File: src/rtl/core/hwaf_pkg.sv
// ----------------------------------------------------------------------------
// hwaf_pkg
// Shared constants for the history window average filter.
// ----------------------------------------------------------------------------
`default_nettype none

package hwaf_pkg;

    localparam int DEPTH_DEF       = 8;
    localparam int SAMPLE_BITS_DEF = 16;

    localparam int VALUE_W    = 16;
    localparam int CNT_W      = 4;
    localparam int TAP_W      = 3;
    localparam int WEIGHT_W   = 16;
    localparam int FRAC_W     = 14;
    localparam int NUM_TAPS   = 8;
    localparam int DIV_STEPS  = 16;
    localparam int REM_W      = 3;
    localparam int STEP_CNT_W = 4;

    localparam int CFG_IDX_W  = 2;
    localparam int CFG_DATA_W = 64;

    localparam logic [CFG_IDX_W-1:0] CFG_FILTER_MODE   = 2'd0;
    localparam logic [CFG_IDX_W-1:0] CFG_WINDOW_LENGTH = 2'd1;
    localparam logic [CFG_IDX_W-1:0] CFG_WEIGHTS_LOW   = 2'd2;
    localparam logic [CFG_IDX_W-1:0] CFG_WEIGHTS_HIGH  = 2'd3;

    localparam logic CMD_PUSH  = 1'b0;
    localparam logic CMD_FLUSH = 1'b1;

    localparam logic                  MODE_RESET    = 1'b0;
    localparam logic [CNT_W-1:0]      WINDOW_RESET  = 4'd8;
    localparam logic [CFG_DATA_W-1:0] WEIGHTS_RESET = 64'h4000_4000_4000_4000;

    localparam logic [VALUE_W-1:0] VALUE_POS_MAX = 16'h7FFF;
    localparam logic [VALUE_W-1:0] VALUE_NEG_MAX = 16'h8000;

endpackage

`default_nettype wire

File: src/rtl/core/hwaf_if.sv
// ----------------------------------------------------------------------------
// hwaf_if
// Valid/ready channels for filter commands and filter results.
// ----------------------------------------------------------------------------
`default_nettype none

interface hwaf_in_if import hwaf_pkg::*; #(
    parameter int SAMPLE_BITS = SAMPLE_BITS_DEF
) ();
    logic                          valid;
    logic                          ready;
    logic                          command;
    logic signed [SAMPLE_BITS-1:0] sample;

    modport source (output valid, output command, output sample, input ready);
    modport sink   (input valid, input command, input sample, output ready);
endinterface

interface hwaf_out_if import hwaf_pkg::*; ();
    logic                      valid;
    logic                      ready;
    logic signed [VALUE_W-1:0] filtered_value;
    logic        [CNT_W-1:0]   held_count;
    logic                      saturated;

    modport source (output valid, output filtered_value, output held_count,
                    output saturated, input ready);
    modport sink   (input valid, input filtered_value, input held_count,
                    input saturated, output ready);
endinterface

`default_nettype wire

File: src/rtl/core/hwaf_ram.sv
// ----------------------------------------------------------------------------
// hwaf_ram
// Generic simple dual-port RAM, one write port, one registered read port.
// ----------------------------------------------------------------------------
`default_nettype none

module hwaf_ram #(
    parameter int WIDTH = 16,
    parameter int DEPTH = 8
) (
    input  wire logic                     clk,
    input  wire logic                     wr_en,
    input  wire logic [$clog2(DEPTH)-1:0] wr_addr,
    input  wire logic [WIDTH-1:0]         wr_data,
    input  wire logic                     rd_en,
    input  wire logic [$clog2(DEPTH)-1:0] rd_addr,
    output      logic [WIDTH-1:0]         rd_data
);

    logic [WIDTH-1:0] mem [DEPTH];

    always_ff @(posedge clk)
    begin
        if (wr_en)
        begin
            mem[wr_addr] <= wr_data;
        end
        if (rd_en)
        begin
            rd_data <= mem[rd_addr];
        end
    end

endmodule

`default_nettype wire

File: src/rtl/core/history_window_average_filter.sv
// ----------------------------------------------------------------------------
// history_window_average_filter
// Mean or weighted mean over the newest samples of a circular history RAM.
// ----------------------------------------------------------------------------
// A push reads the history RAM once per tap of the effective window n, then
// divides in the 16-step serial divider; a quotient that overflows 16 bits
// skips the divider. One transaction in work at a time; the next is taken
// once the result is parked. Reset (async, active low) empties the history
// and loads defaults.
// ----------------------------------------------------------------------------
`default_nettype none

module history_window_average_filter import hwaf_pkg::*; #(
    parameter int DEPTH       = DEPTH_DEF,
    parameter int SAMPLE_BITS = SAMPLE_BITS_DEF
) (
    input  wire logic                  clk,
    input  wire logic                  rst_n,
    input  wire logic                  cfg_we,
    input  wire logic [CFG_IDX_W-1:0]  cfg_index,
    input  wire logic [CFG_DATA_W-1:0] cfg_data,
    hwaf_in_if.sink                    in_ch,
    hwaf_out_if.source                 out_ch
);

    localparam int AW     = $clog2(DEPTH);
    localparam int PROD_W = SAMPLE_BITS + WEIGHT_W;
    localparam int ACC_W  = PROD_W + TAP_W;

    typedef enum logic [2:0] {
        S_IDLE,
        S_MAC,
        S_ABS,
        S_DIV,
        S_FIN,
        S_OUT
    } state_t;

    state_t                    state_reg, state_next;
    logic [AW-1:0]             wp_reg, wp_next;
    logic                      full_reg, full_next;
    logic                      mode_reg, mode_next;
    logic [CNT_W-1:0]          window_reg, window_next;
    logic [CFG_DATA_W-1:0]     wlo_reg, wlo_next;
    logic [CFG_DATA_W-1:0]     whi_reg, whi_next;
    logic [AW-1:0]             rd_ptr_reg, rd_ptr_next;
    logic [CNT_W-1:0]          issue_cnt_reg, issue_cnt_next;
    logic                      rd_valid_reg, rd_valid_next;
    logic [TAP_W-1:0]          mul_tap_reg, mul_tap_next;
    logic                      prod_valid_reg, prod_valid_next;
    logic signed [PROD_W-1:0]  prod_reg, prod_next;
    logic signed [ACC_W-1:0]   acc_reg, acc_next;
    logic [CNT_W-1:0]          n_reg, n_next;
    logic [CNT_W-1:0]          held_reg, held_next;
    logic                      neg_reg, neg_next;
    logic [VALUE_W-1:0]        dvd_reg, dvd_next;
    logic [REM_W-1:0]          rem_reg, rem_next;
    logic [STEP_CNT_W-1:0]     step_reg, step_next;
    logic [VALUE_W-1:0]        res_value_reg, res_value_next;
    logic                      res_sat_reg, res_sat_next;
    logic                      out_valid_reg, out_valid_next;
    logic [VALUE_W-1:0]        out_value_reg, out_value_next;
    logic [CNT_W-1:0]          out_held_reg, out_held_next;
    logic                      out_sat_reg, out_sat_next;

    logic                      in_accept;
    logic                      wr_en;
    logic                      issuing;
    logic signed [SAMPLE_BITS-1:0] ram_rdata;
    logic [AW-1:0]             wp_inc;
    logic                      wp_wrap;
    logic [CNT_W-1:0]          held_new;
    logic [CNT_W-1:0]          win_a, win_b, n_new;
    logic [2*CFG_DATA_W-1:0]   w_all;
    logic signed [WEIGHT_W-1:0] tap_w;
    logic signed [PROD_W-1:0]  prod_mul;
    logic signed [ACC_W-1:0]   acc_sum;
    logic [ACC_W-1:0]          acc_abs, mag, n_limit;
    logic                      sat_big;
    logic [REM_W:0]            rem_sh, rem_sub;
    logic                      rem_ge;

    hwaf_ram #(
        .WIDTH (SAMPLE_BITS),
        .DEPTH (DEPTH)
    ) u_history (
        .clk     (clk),
        .wr_en   (wr_en),
        .wr_addr (wp_reg),
        .wr_data (in_ch.sample),
        .rd_en   (issuing),
        .rd_addr (rd_ptr_reg),
        .rd_data (ram_rdata)
    );

    assign in_ch.ready           = (state_reg == S_IDLE);
    assign in_accept             = in_ch.valid && in_ch.ready;
    assign wr_en                 = in_accept && (in_ch.command == CMD_PUSH);
    assign issuing               = (state_reg == S_MAC) && (issue_cnt_reg != n_reg);

    assign out_ch.valid          = out_valid_reg;
    assign out_ch.filtered_value = out_value_reg;
    assign out_ch.held_count     = out_held_reg;
    assign out_ch.saturated      = out_sat_reg;

    // window after this push
    assign wp_wrap  = (wp_reg == AW'(DEPTH - 1));
    assign wp_inc   = wp_wrap ? '0 : wp_reg + 1'b1;
    assign held_new = (wp_wrap || full_reg) ? CNT_W'(DEPTH) : CNT_W'(wp_reg) + 1'b1;
    assign win_a    = (window_reg == '0) ? CNT_W'(1) : window_reg;
    assign win_b    = (win_a > CNT_W'(DEPTH)) ? CNT_W'(DEPTH) : win_a;
    assign n_new    = (win_b > held_new) ? held_new : win_b;

    assign w_all    = {whi_reg, wlo_reg};
    assign tap_w    = w_all[int'(mul_tap_reg) * WEIGHT_W +: WEIGHT_W];
    assign prod_mul = PROD_W'(ram_rdata) * PROD_W'(tap_w);
    assign acc_sum  = acc_reg + ACC_W'(prod_reg);

    assign acc_abs  = acc_reg[ACC_W-1] ? ACC_W'(-acc_reg) : ACC_W'(acc_reg);
    assign mag      = mode_reg ? (acc_abs >> FRAC_W) : acc_abs;
    assign n_limit  = ACC_W'(n_reg) << DIV_STEPS;
    assign sat_big  = (mag >= n_limit);

    assign rem_sh   = {rem_reg, dvd_reg[VALUE_W-1]};
    assign rem_ge   = (rem_sh >= n_reg);
    assign rem_sub  = rem_sh - n_reg;

    always_comb
    begin
        state_next      = state_reg;
        wp_next         = wp_reg;
        full_next       = full_reg;
        mode_next       = mode_reg;
        window_next     = window_reg;
        wlo_next        = wlo_reg;
        whi_next        = whi_reg;
        rd_ptr_next     = rd_ptr_reg;
        issue_cnt_next  = issue_cnt_reg;
        rd_valid_next   = 1'b0;
        mul_tap_next    = mul_tap_reg;
        prod_valid_next = 1'b0;
        prod_next       = prod_reg;
        acc_next        = acc_reg;
        n_next          = n_reg;
        held_next       = held_reg;
        neg_next        = neg_reg;
        dvd_next        = dvd_reg;
        rem_next        = rem_reg;
        step_next       = step_reg;
        res_value_next  = res_value_reg;
        res_sat_next    = res_sat_reg;
        out_valid_next  = out_valid_reg && !out_ch.ready;
        out_value_next  = out_value_reg;
        out_held_next   = out_held_reg;
        out_sat_next    = out_sat_reg;

        if (cfg_we)
        begin
            unique case (cfg_index)
                CFG_FILTER_MODE:   mode_next   = cfg_data[0];
                CFG_WINDOW_LENGTH: window_next = cfg_data[CNT_W-1:0];
                CFG_WEIGHTS_LOW:   wlo_next    = cfg_data;
                CFG_WEIGHTS_HIGH:  whi_next    = cfg_data;
                default:           mode_next   = mode_reg;
            endcase
        end

        unique case (state_reg)
            S_IDLE:
            begin
                if (in_accept)
                begin
                    if (in_ch.command == CMD_FLUSH)
                    begin
                        wp_next        = '0;
                        full_next      = 1'b0;
                        held_next      = '0;
                        res_value_next = '0;
                        res_sat_next   = 1'b0;
                        state_next     = S_OUT;
                    end
                    else
                    begin
                        wp_next        = wp_inc;
                        full_next      = full_reg || wp_wrap;
                        held_next      = held_new;
                        n_next         = n_new;
                        rd_ptr_next    = wp_reg;
                        issue_cnt_next = '0;
                        mul_tap_next   = '0;
                        acc_next       = '0;
                        state_next     = S_MAC;
                    end
                end
            end
            S_MAC:
            begin
                if (issuing)
                begin
                    rd_ptr_next    = (rd_ptr_reg == '0) ? AW'(DEPTH - 1) : rd_ptr_reg - 1'b1;
                    issue_cnt_next = issue_cnt_reg + 1'b1;
                end
                rd_valid_next = issuing;
                if (rd_valid_reg)
                begin
                    prod_next    = mode_reg ? prod_mul : PROD_W'(ram_rdata);
                    mul_tap_next = mul_tap_reg + 1'b1;
                end
                prod_valid_next = rd_valid_reg;
                if (prod_valid_reg)
                begin
                    acc_next = acc_sum;
                end
                if (!issuing && !rd_valid_reg && !prod_valid_reg)
                begin
                    state_next = S_ABS;
                end
            end
            S_ABS:
            begin
                neg_next = acc_reg[ACC_W-1];
                if (sat_big)
                begin
                    res_sat_next   = 1'b1;
                    res_value_next = acc_reg[ACC_W-1] ? VALUE_NEG_MAX : VALUE_POS_MAX;
                    state_next     = S_OUT;
                end
                else
                begin
                    rem_next   = mag[DIV_STEPS +: REM_W];
                    dvd_next   = mag[VALUE_W-1:0];
                    step_next  = '0;
                    state_next = S_DIV;
                end
            end
            S_DIV:
            begin
                rem_next  = rem_ge ? rem_sub[REM_W-1:0] : rem_sh[REM_W-1:0];
                dvd_next  = {dvd_reg[VALUE_W-2:0], rem_ge};
                step_next = step_reg + 1'b1;
                if (step_reg == STEP_CNT_W'(DIV_STEPS - 1))
                begin
                    state_next = S_FIN;
                end
            end
            S_FIN:
            begin
                if (neg_reg)
                begin
                    res_sat_next   = (dvd_reg > VALUE_NEG_MAX);
                    res_value_next = (dvd_reg > VALUE_NEG_MAX) ? VALUE_NEG_MAX : -dvd_reg;
                end
                else
                begin
                    res_sat_next   = (dvd_reg > VALUE_POS_MAX);
                    res_value_next = (dvd_reg > VALUE_POS_MAX) ? VALUE_POS_MAX : dvd_reg;
                end
                state_next = S_OUT;
            end
            S_OUT:
            begin
                if (!out_valid_reg || out_ch.ready)
                begin
                    out_valid_next = 1'b1;
                    out_value_next = res_value_reg;
                    out_held_next  = held_reg;
                    out_sat_next   = res_sat_reg;
                    state_next     = S_IDLE;
                end
            end
            default:
            begin
                state_next = S_IDLE;
            end
        endcase
    end

    always_ff @(posedge clk or negedge rst_n)
    begin
        if (!rst_n)
        begin
            state_reg      <= S_IDLE;
            wp_reg         <= '0;
            full_reg       <= 1'b0;
            mode_reg       <= MODE_RESET;
            window_reg     <= WINDOW_RESET;
            wlo_reg        <= WEIGHTS_RESET;
            whi_reg        <= WEIGHTS_RESET;
            rd_valid_reg   <= 1'b0;
            prod_valid_reg <= 1'b0;
            issue_cnt_reg  <= '0;
            n_reg          <= '0;
            held_reg       <= '0;
            out_valid_reg  <= 1'b0;
        end
        else
        begin
            state_reg      <= state_next;
            wp_reg         <= wp_next;
            full_reg       <= full_next;
            mode_reg       <= mode_next;
            window_reg     <= window_next;
            wlo_reg        <= wlo_next;
            whi_reg        <= whi_next;
            rd_valid_reg   <= rd_valid_next;
            prod_valid_reg <= prod_valid_next;
            issue_cnt_reg  <= issue_cnt_next;
            n_reg          <= n_next;
            held_reg       <= held_next;
            out_valid_reg  <= out_valid_next;
        end
    end

    always_ff @(posedge clk)
    begin
        rd_ptr_reg    <= rd_ptr_next;
        mul_tap_reg   <= mul_tap_next;
        prod_reg      <= prod_next;
        acc_reg       <= acc_next;
        neg_reg       <= neg_next;
        dvd_reg       <= dvd_next;
        rem_reg       <= rem_next;
        step_reg      <= step_next;
        res_value_reg <= res_value_next;
        res_sat_reg   <= res_sat_next;
        out_value_reg <= out_value_next;
        out_held_reg  <= out_held_next;
        out_sat_reg   <= out_sat_next;
    end

`ifndef ASSERT_OFF
    a_window_in_range: assert property (@(posedge clk) disable iff (!rst_n)
        (state_reg == S_MAC) |-> ((n_reg != '0) && (n_reg <= held_reg)))
        else $error("filter window outside held samples");

    a_sat_clipped: assert property (@(posedge clk) disable iff (!rst_n)
        (out_ch.valid && out_ch.saturated) |->
        ((out_ch.filtered_value == VALUE_POS_MAX) || (out_ch.filtered_value == VALUE_NEG_MAX)))
        else $error("saturated result not at a limit");

    a_held_bound: assert property (@(posedge clk) disable iff (!rst_n)
        out_ch.valid |-> (out_ch.held_count <= CNT_W'(DEPTH)))
        else $error("held count beyond history depth");
`endif

endmodule

`default_nettype wire

File: src/flat_wrapper.sv
// flat-port wrapper written by rule: the top's interface ports become plain ports
module history_window_average_filter_flat import hwaf_pkg::*;
#(
    parameter int DEPTH       = DEPTH_DEF,
    parameter int SAMPLE_BITS = SAMPLE_BITS_DEF
)
  (clk, rst_n, cfg_we, cfg_index, cfg_data, in_ch_valid, in_ch_command, in_ch_sample, in_ch_ready, out_ch_valid, out_ch_filtered_value, out_ch_held_count, out_ch_saturated, out_ch_ready);
  hwaf_in_if #(.SAMPLE_BITS(SAMPLE_BITS)) in_ch_i ();
  hwaf_out_if out_ch_i ();
  input  wire logic clk;
  input  wire logic rst_n;
  input  wire logic cfg_we;
  input  wire logic [CFG_IDX_W-1:0] cfg_index;
  input  wire logic [CFG_DATA_W-1:0] cfg_data;
  input wire logic [$bits(in_ch_i.valid)-1:0] in_ch_valid;
  input wire logic [$bits(in_ch_i.command)-1:0] in_ch_command;
  input wire logic [$bits(in_ch_i.sample)-1:0] in_ch_sample;
  output wire logic [$bits(in_ch_i.ready)-1:0] in_ch_ready;
  output wire logic [$bits(out_ch_i.valid)-1:0] out_ch_valid;
  output wire logic [$bits(out_ch_i.filtered_value)-1:0] out_ch_filtered_value;
  output wire logic [$bits(out_ch_i.held_count)-1:0] out_ch_held_count;
  output wire logic [$bits(out_ch_i.saturated)-1:0] out_ch_saturated;
  input wire logic [$bits(out_ch_i.ready)-1:0] out_ch_ready;
  assign in_ch_i.valid = in_ch_valid;
  assign in_ch_i.command = in_ch_command;
  assign in_ch_i.sample = in_ch_sample;
  assign in_ch_ready = in_ch_i.ready;
  assign out_ch_valid = out_ch_i.valid;
  assign out_ch_filtered_value = out_ch_i.filtered_value;
  assign out_ch_held_count = out_ch_i.held_count;
  assign out_ch_saturated = out_ch_i.saturated;
  assign out_ch_i.ready = out_ch_ready;
  history_window_average_filter #(.DEPTH(DEPTH), .SAMPLE_BITS(SAMPLE_BITS)) u_core (.clk(clk), .rst_n(rst_n), .cfg_we(cfg_we), .cfg_index(cfg_index), .cfg_data(cfg_data), .in_ch(in_ch_i), .out_ch(out_ch_i));
endmodule
File: config.mk
export PLATFORM = sky130hd
export DESIGN_NAME = history_window_average_filter_flat
export DESIGN_NICKNAME = d
export VERILOG_FILES = /design/src/rtl/core/hwaf_pkg.sv /design/src/rtl/core/hwaf_if.sv /design/src/rtl/core/hwaf_ram.sv /design/src/rtl/core/history_window_average_filter.sv /design/src/flat_wrapper.sv
export SDC_FILE = /design/constraint.sdc
export NUM_CORES = 1
export LEC_CHECK = 0
export BUFFER_PORTS_ARGS = -buffer_cell sky130_fd_sc_hd__buf_2
export CAP_MARGIN = 10
export CORE_ASPECT_RATIO = 0.8
export CORE_MARGIN = 2
export CORE_UTILIZATION = 65
export CTS_BUF_LIST = sky130_fd_sc_hd__clkbuf_2
export DETAILED_ROUTE_END_ITERATION = 8
export MAX_ROUTING_LAYER = met4
export PLACE_DENSITY = 0.91
export SYNTH_ARGS = -nofsm -noshare
export SYNTH_HDL_FRONTEND = slang
export SYNTH_SLANG_ARGS = --single-unit
File: constraint.sdc
create_clock -name clk -period 11.6 [get_ports clk]
set_input_delay 2.32 -clock clk [delete_from_list [all_inputs] [get_ports clk]]
set_output_delay 2.32 -clock clk [all_outputs]
set_load 0.02 [all_outputs]
==> results_dict.tcl <==
set metrics [dict create \
    grt_pass1_vias 23830 \
    worst-slew-pin-transition_ns 1.188 \
    fp.dieArea_sq_mm 0.05016 \
    firstDrtPassIters 6 \
    cp_data_arrival_time_ns 9.09 \
    vias_per_cell 6.252 \
    postCtsHoldBufs 0 \
    antenna_found_initial 3 \
    routed.top_layer "met4" \
    grt_pass1_wl_mm 125.8 \
    rsz0062_at_grt "false" \
    finalHoldViolations 0 \
    cp.required_ns 12.37 \
    vias 22210 \
    syn_to_final_growth_pct 6.558 \
    drtIter0Drc 2263 \
    syn_avg_cell_area_sq_um 11.55 \
    synth_edf_count 279 \
    drc 0 \
    critical-path-slowest-cell "mux4_2" \
    io_buffers 110 \
    worst-path-buf-inv 6 \
    wl_met3_mm 7.536 \
    dp_hpwl_mm 56.08 \
    cts.sinks 434 \
    syn_area_sq_mm 0.03144 \
    final_common_cell "inv_1" \
    placed_cells 3373 \
    tns_ns 0 \
    wire_per_inst_um 22.19 \
    path_class "flip-flop to flip-flop" \
    clockBufferDepth 3 \
    routed_wl_mm 78.83 \
    hold_class "flip-flop to flip-flop" \
    dr_wl_met2_mm 38.53 \
    final_util 0.6978 \
    stdcell_count 3553 \
    start_kind "flip-flop" \
    cts_tree "yes" \
    route.antenna.remaining_nets 0 \
    n_fill_cell 2990 \
    multiInputGateArea_sq_mm 0.01734 \
    largest_reg_flops 128 \
    cts_root_buffer "clkbuf_2" \
    core_sq_mm 0.04802 \
    cts-resized-gates 0 \
    slew_viol_final 0 \
    async_reset_ff_frac 0.3571 \
    yosysUniqueCellTypes 81 \
    start_util 0.6548 \
    yosys_warnings 0 \
    clock_skew_ns 0.1213 \
    syn_inst 2723 \
    clock_latency_ns 1.15 \
    drv_cap 0 \
    worst_setup_path_end_kind "flip-flop" \
    status "complete, no violations" \
    io_pins 111 \
    setup_ws_ns 3.275 \
    dpl_worst_slack_ns 3.480 \
    syn-num-nets 3212 \
    m1WireLength_mm 29.20 \
    h-tree-depth 3 \
    seq_area_sq_mm 0.01227 \
    die_y_um 200.7 \
    path_common_cell "fa_1" \
    globalplace.congestion 0.9624 \
    slew_headroom 0.2069 \
    grt_max_degree 83 \
    r2r_setup_slack_ns 3.27 \
    clkSlewWorstSetupHoldPaths_ns 0.14 \
    period_needed_ns 8.325 \
    cp_top_family "adder cells" \
    final_cell_mix "364 x inv_1, 279 x edfxtp_1, 264 x fa_1" \
    critPathMaxFanout 34 \
    period_share 0.7177 \
    setup_viol 0 \
    drive_gt1_frac 0.1958 \
    synth_ff_type "edfxtp_1" \
    cts_buffers 98 \
    nets 3334 \
    synth_seq_area_share 0.3902 \
    rows 72 \
    max_freq_ghz 0.1201 \
    gr-usage-all-layers 0.3309 \
    overflow 0 \
    cts_setup_buffers 0 \
    dieWidth_um 249.9 \
    yosys_register_bits 434 \
    critPathMaxStageDelay_ns 0.60 \
]
[cell families (layout without fill, tap and decap cells)]
kind of cell / after synthesis / after routing / synth area share
simple gates: 693 / 693 / 0.1129
buf+inv: 484 / 682 / 0.06001
flops: 434 / 434 / 0.3902
fa+ha+maj: 401 / 401 / 0.2226
compound gates: 359 / 359 / 0.07386
mux: 254 / 254 / 0.1131
xor+xnor: 98 / 98 / 0.02730
other cells: 0 / 3 / 0
[Yosys cell counts, drive strengths merged, types with 53 or more instances]
cell / instances / area, sq um
o21ai: 95 / 475.5
nand2: 204 / 765.7
ha: 137 / 1714
edfxtp: 279 / 8378
dfrtp: 146 / 3654
nor3: 53 / 265.3
mux4: 64 / 1441
nor2b: 96 / 600.6
fa: 264 / 5285
mux2: 170 / 1914
and2: 53 / 331.6
a21oi: 79 / 399.1
inv: 364 / 1366
nor2: 117 / 439.2
clkbuf: 96 / 370.3
[stage by stage]
step	hold WS, ns	area (sq um)
after CTS	0.4159	33490
after detailed placement	0.4045	32550
after global routing	0.4192	33500
after floorplan	0.4003	31440
after global placement	0.4019	32550
final	0.4168	33500
[layer usage]
metal	up-vias	global-route usage
li1	9647	-
met1	10890	0.4005
met2	1342	0.5326
met3	335	0.07599
met4	0	0.1530
met5	-	-
[layout make-up]
| type | instances | share of cell area |
|---|---|---|
| multi-input combinational | 1805 | 0.5175 |
| timing repair buffer | 141 | 0.02349 |
| antenna | 3 | 0.0002241 |
| tap | 629 | 0.02349 |
| clock inverter | 36 | 0.007320 |
| clock buffer | 140 | 0.02091 |
| sequential | 434 | 0.3662 |
| inverter | 365 | 0.04089 |
[final timing paths]
kind	startpoint	end	cells after the start
max	u_core.mul_tap_reg[0]	u_core.prod_reg[31]	25
min	u_core.res_value_reg[11]	u_core.out_ch.filtered_value[11]	0
max reg2reg	u_core.mul_tap_reg[0]	u_core.prod_reg[31]	25
min reg2reg	u_core.res_value_reg[11]	u_core.out_ch.filtered_value[11]	0
max in group asynchronous	rst_n	u_core.mode_reg	2
min in group asynchronous	rst_n	u_core.whi_reg[25]	1
Power is not shown: default switching activity piles up to over one toggle a cycle in this logic, so the estimate is an artifact.
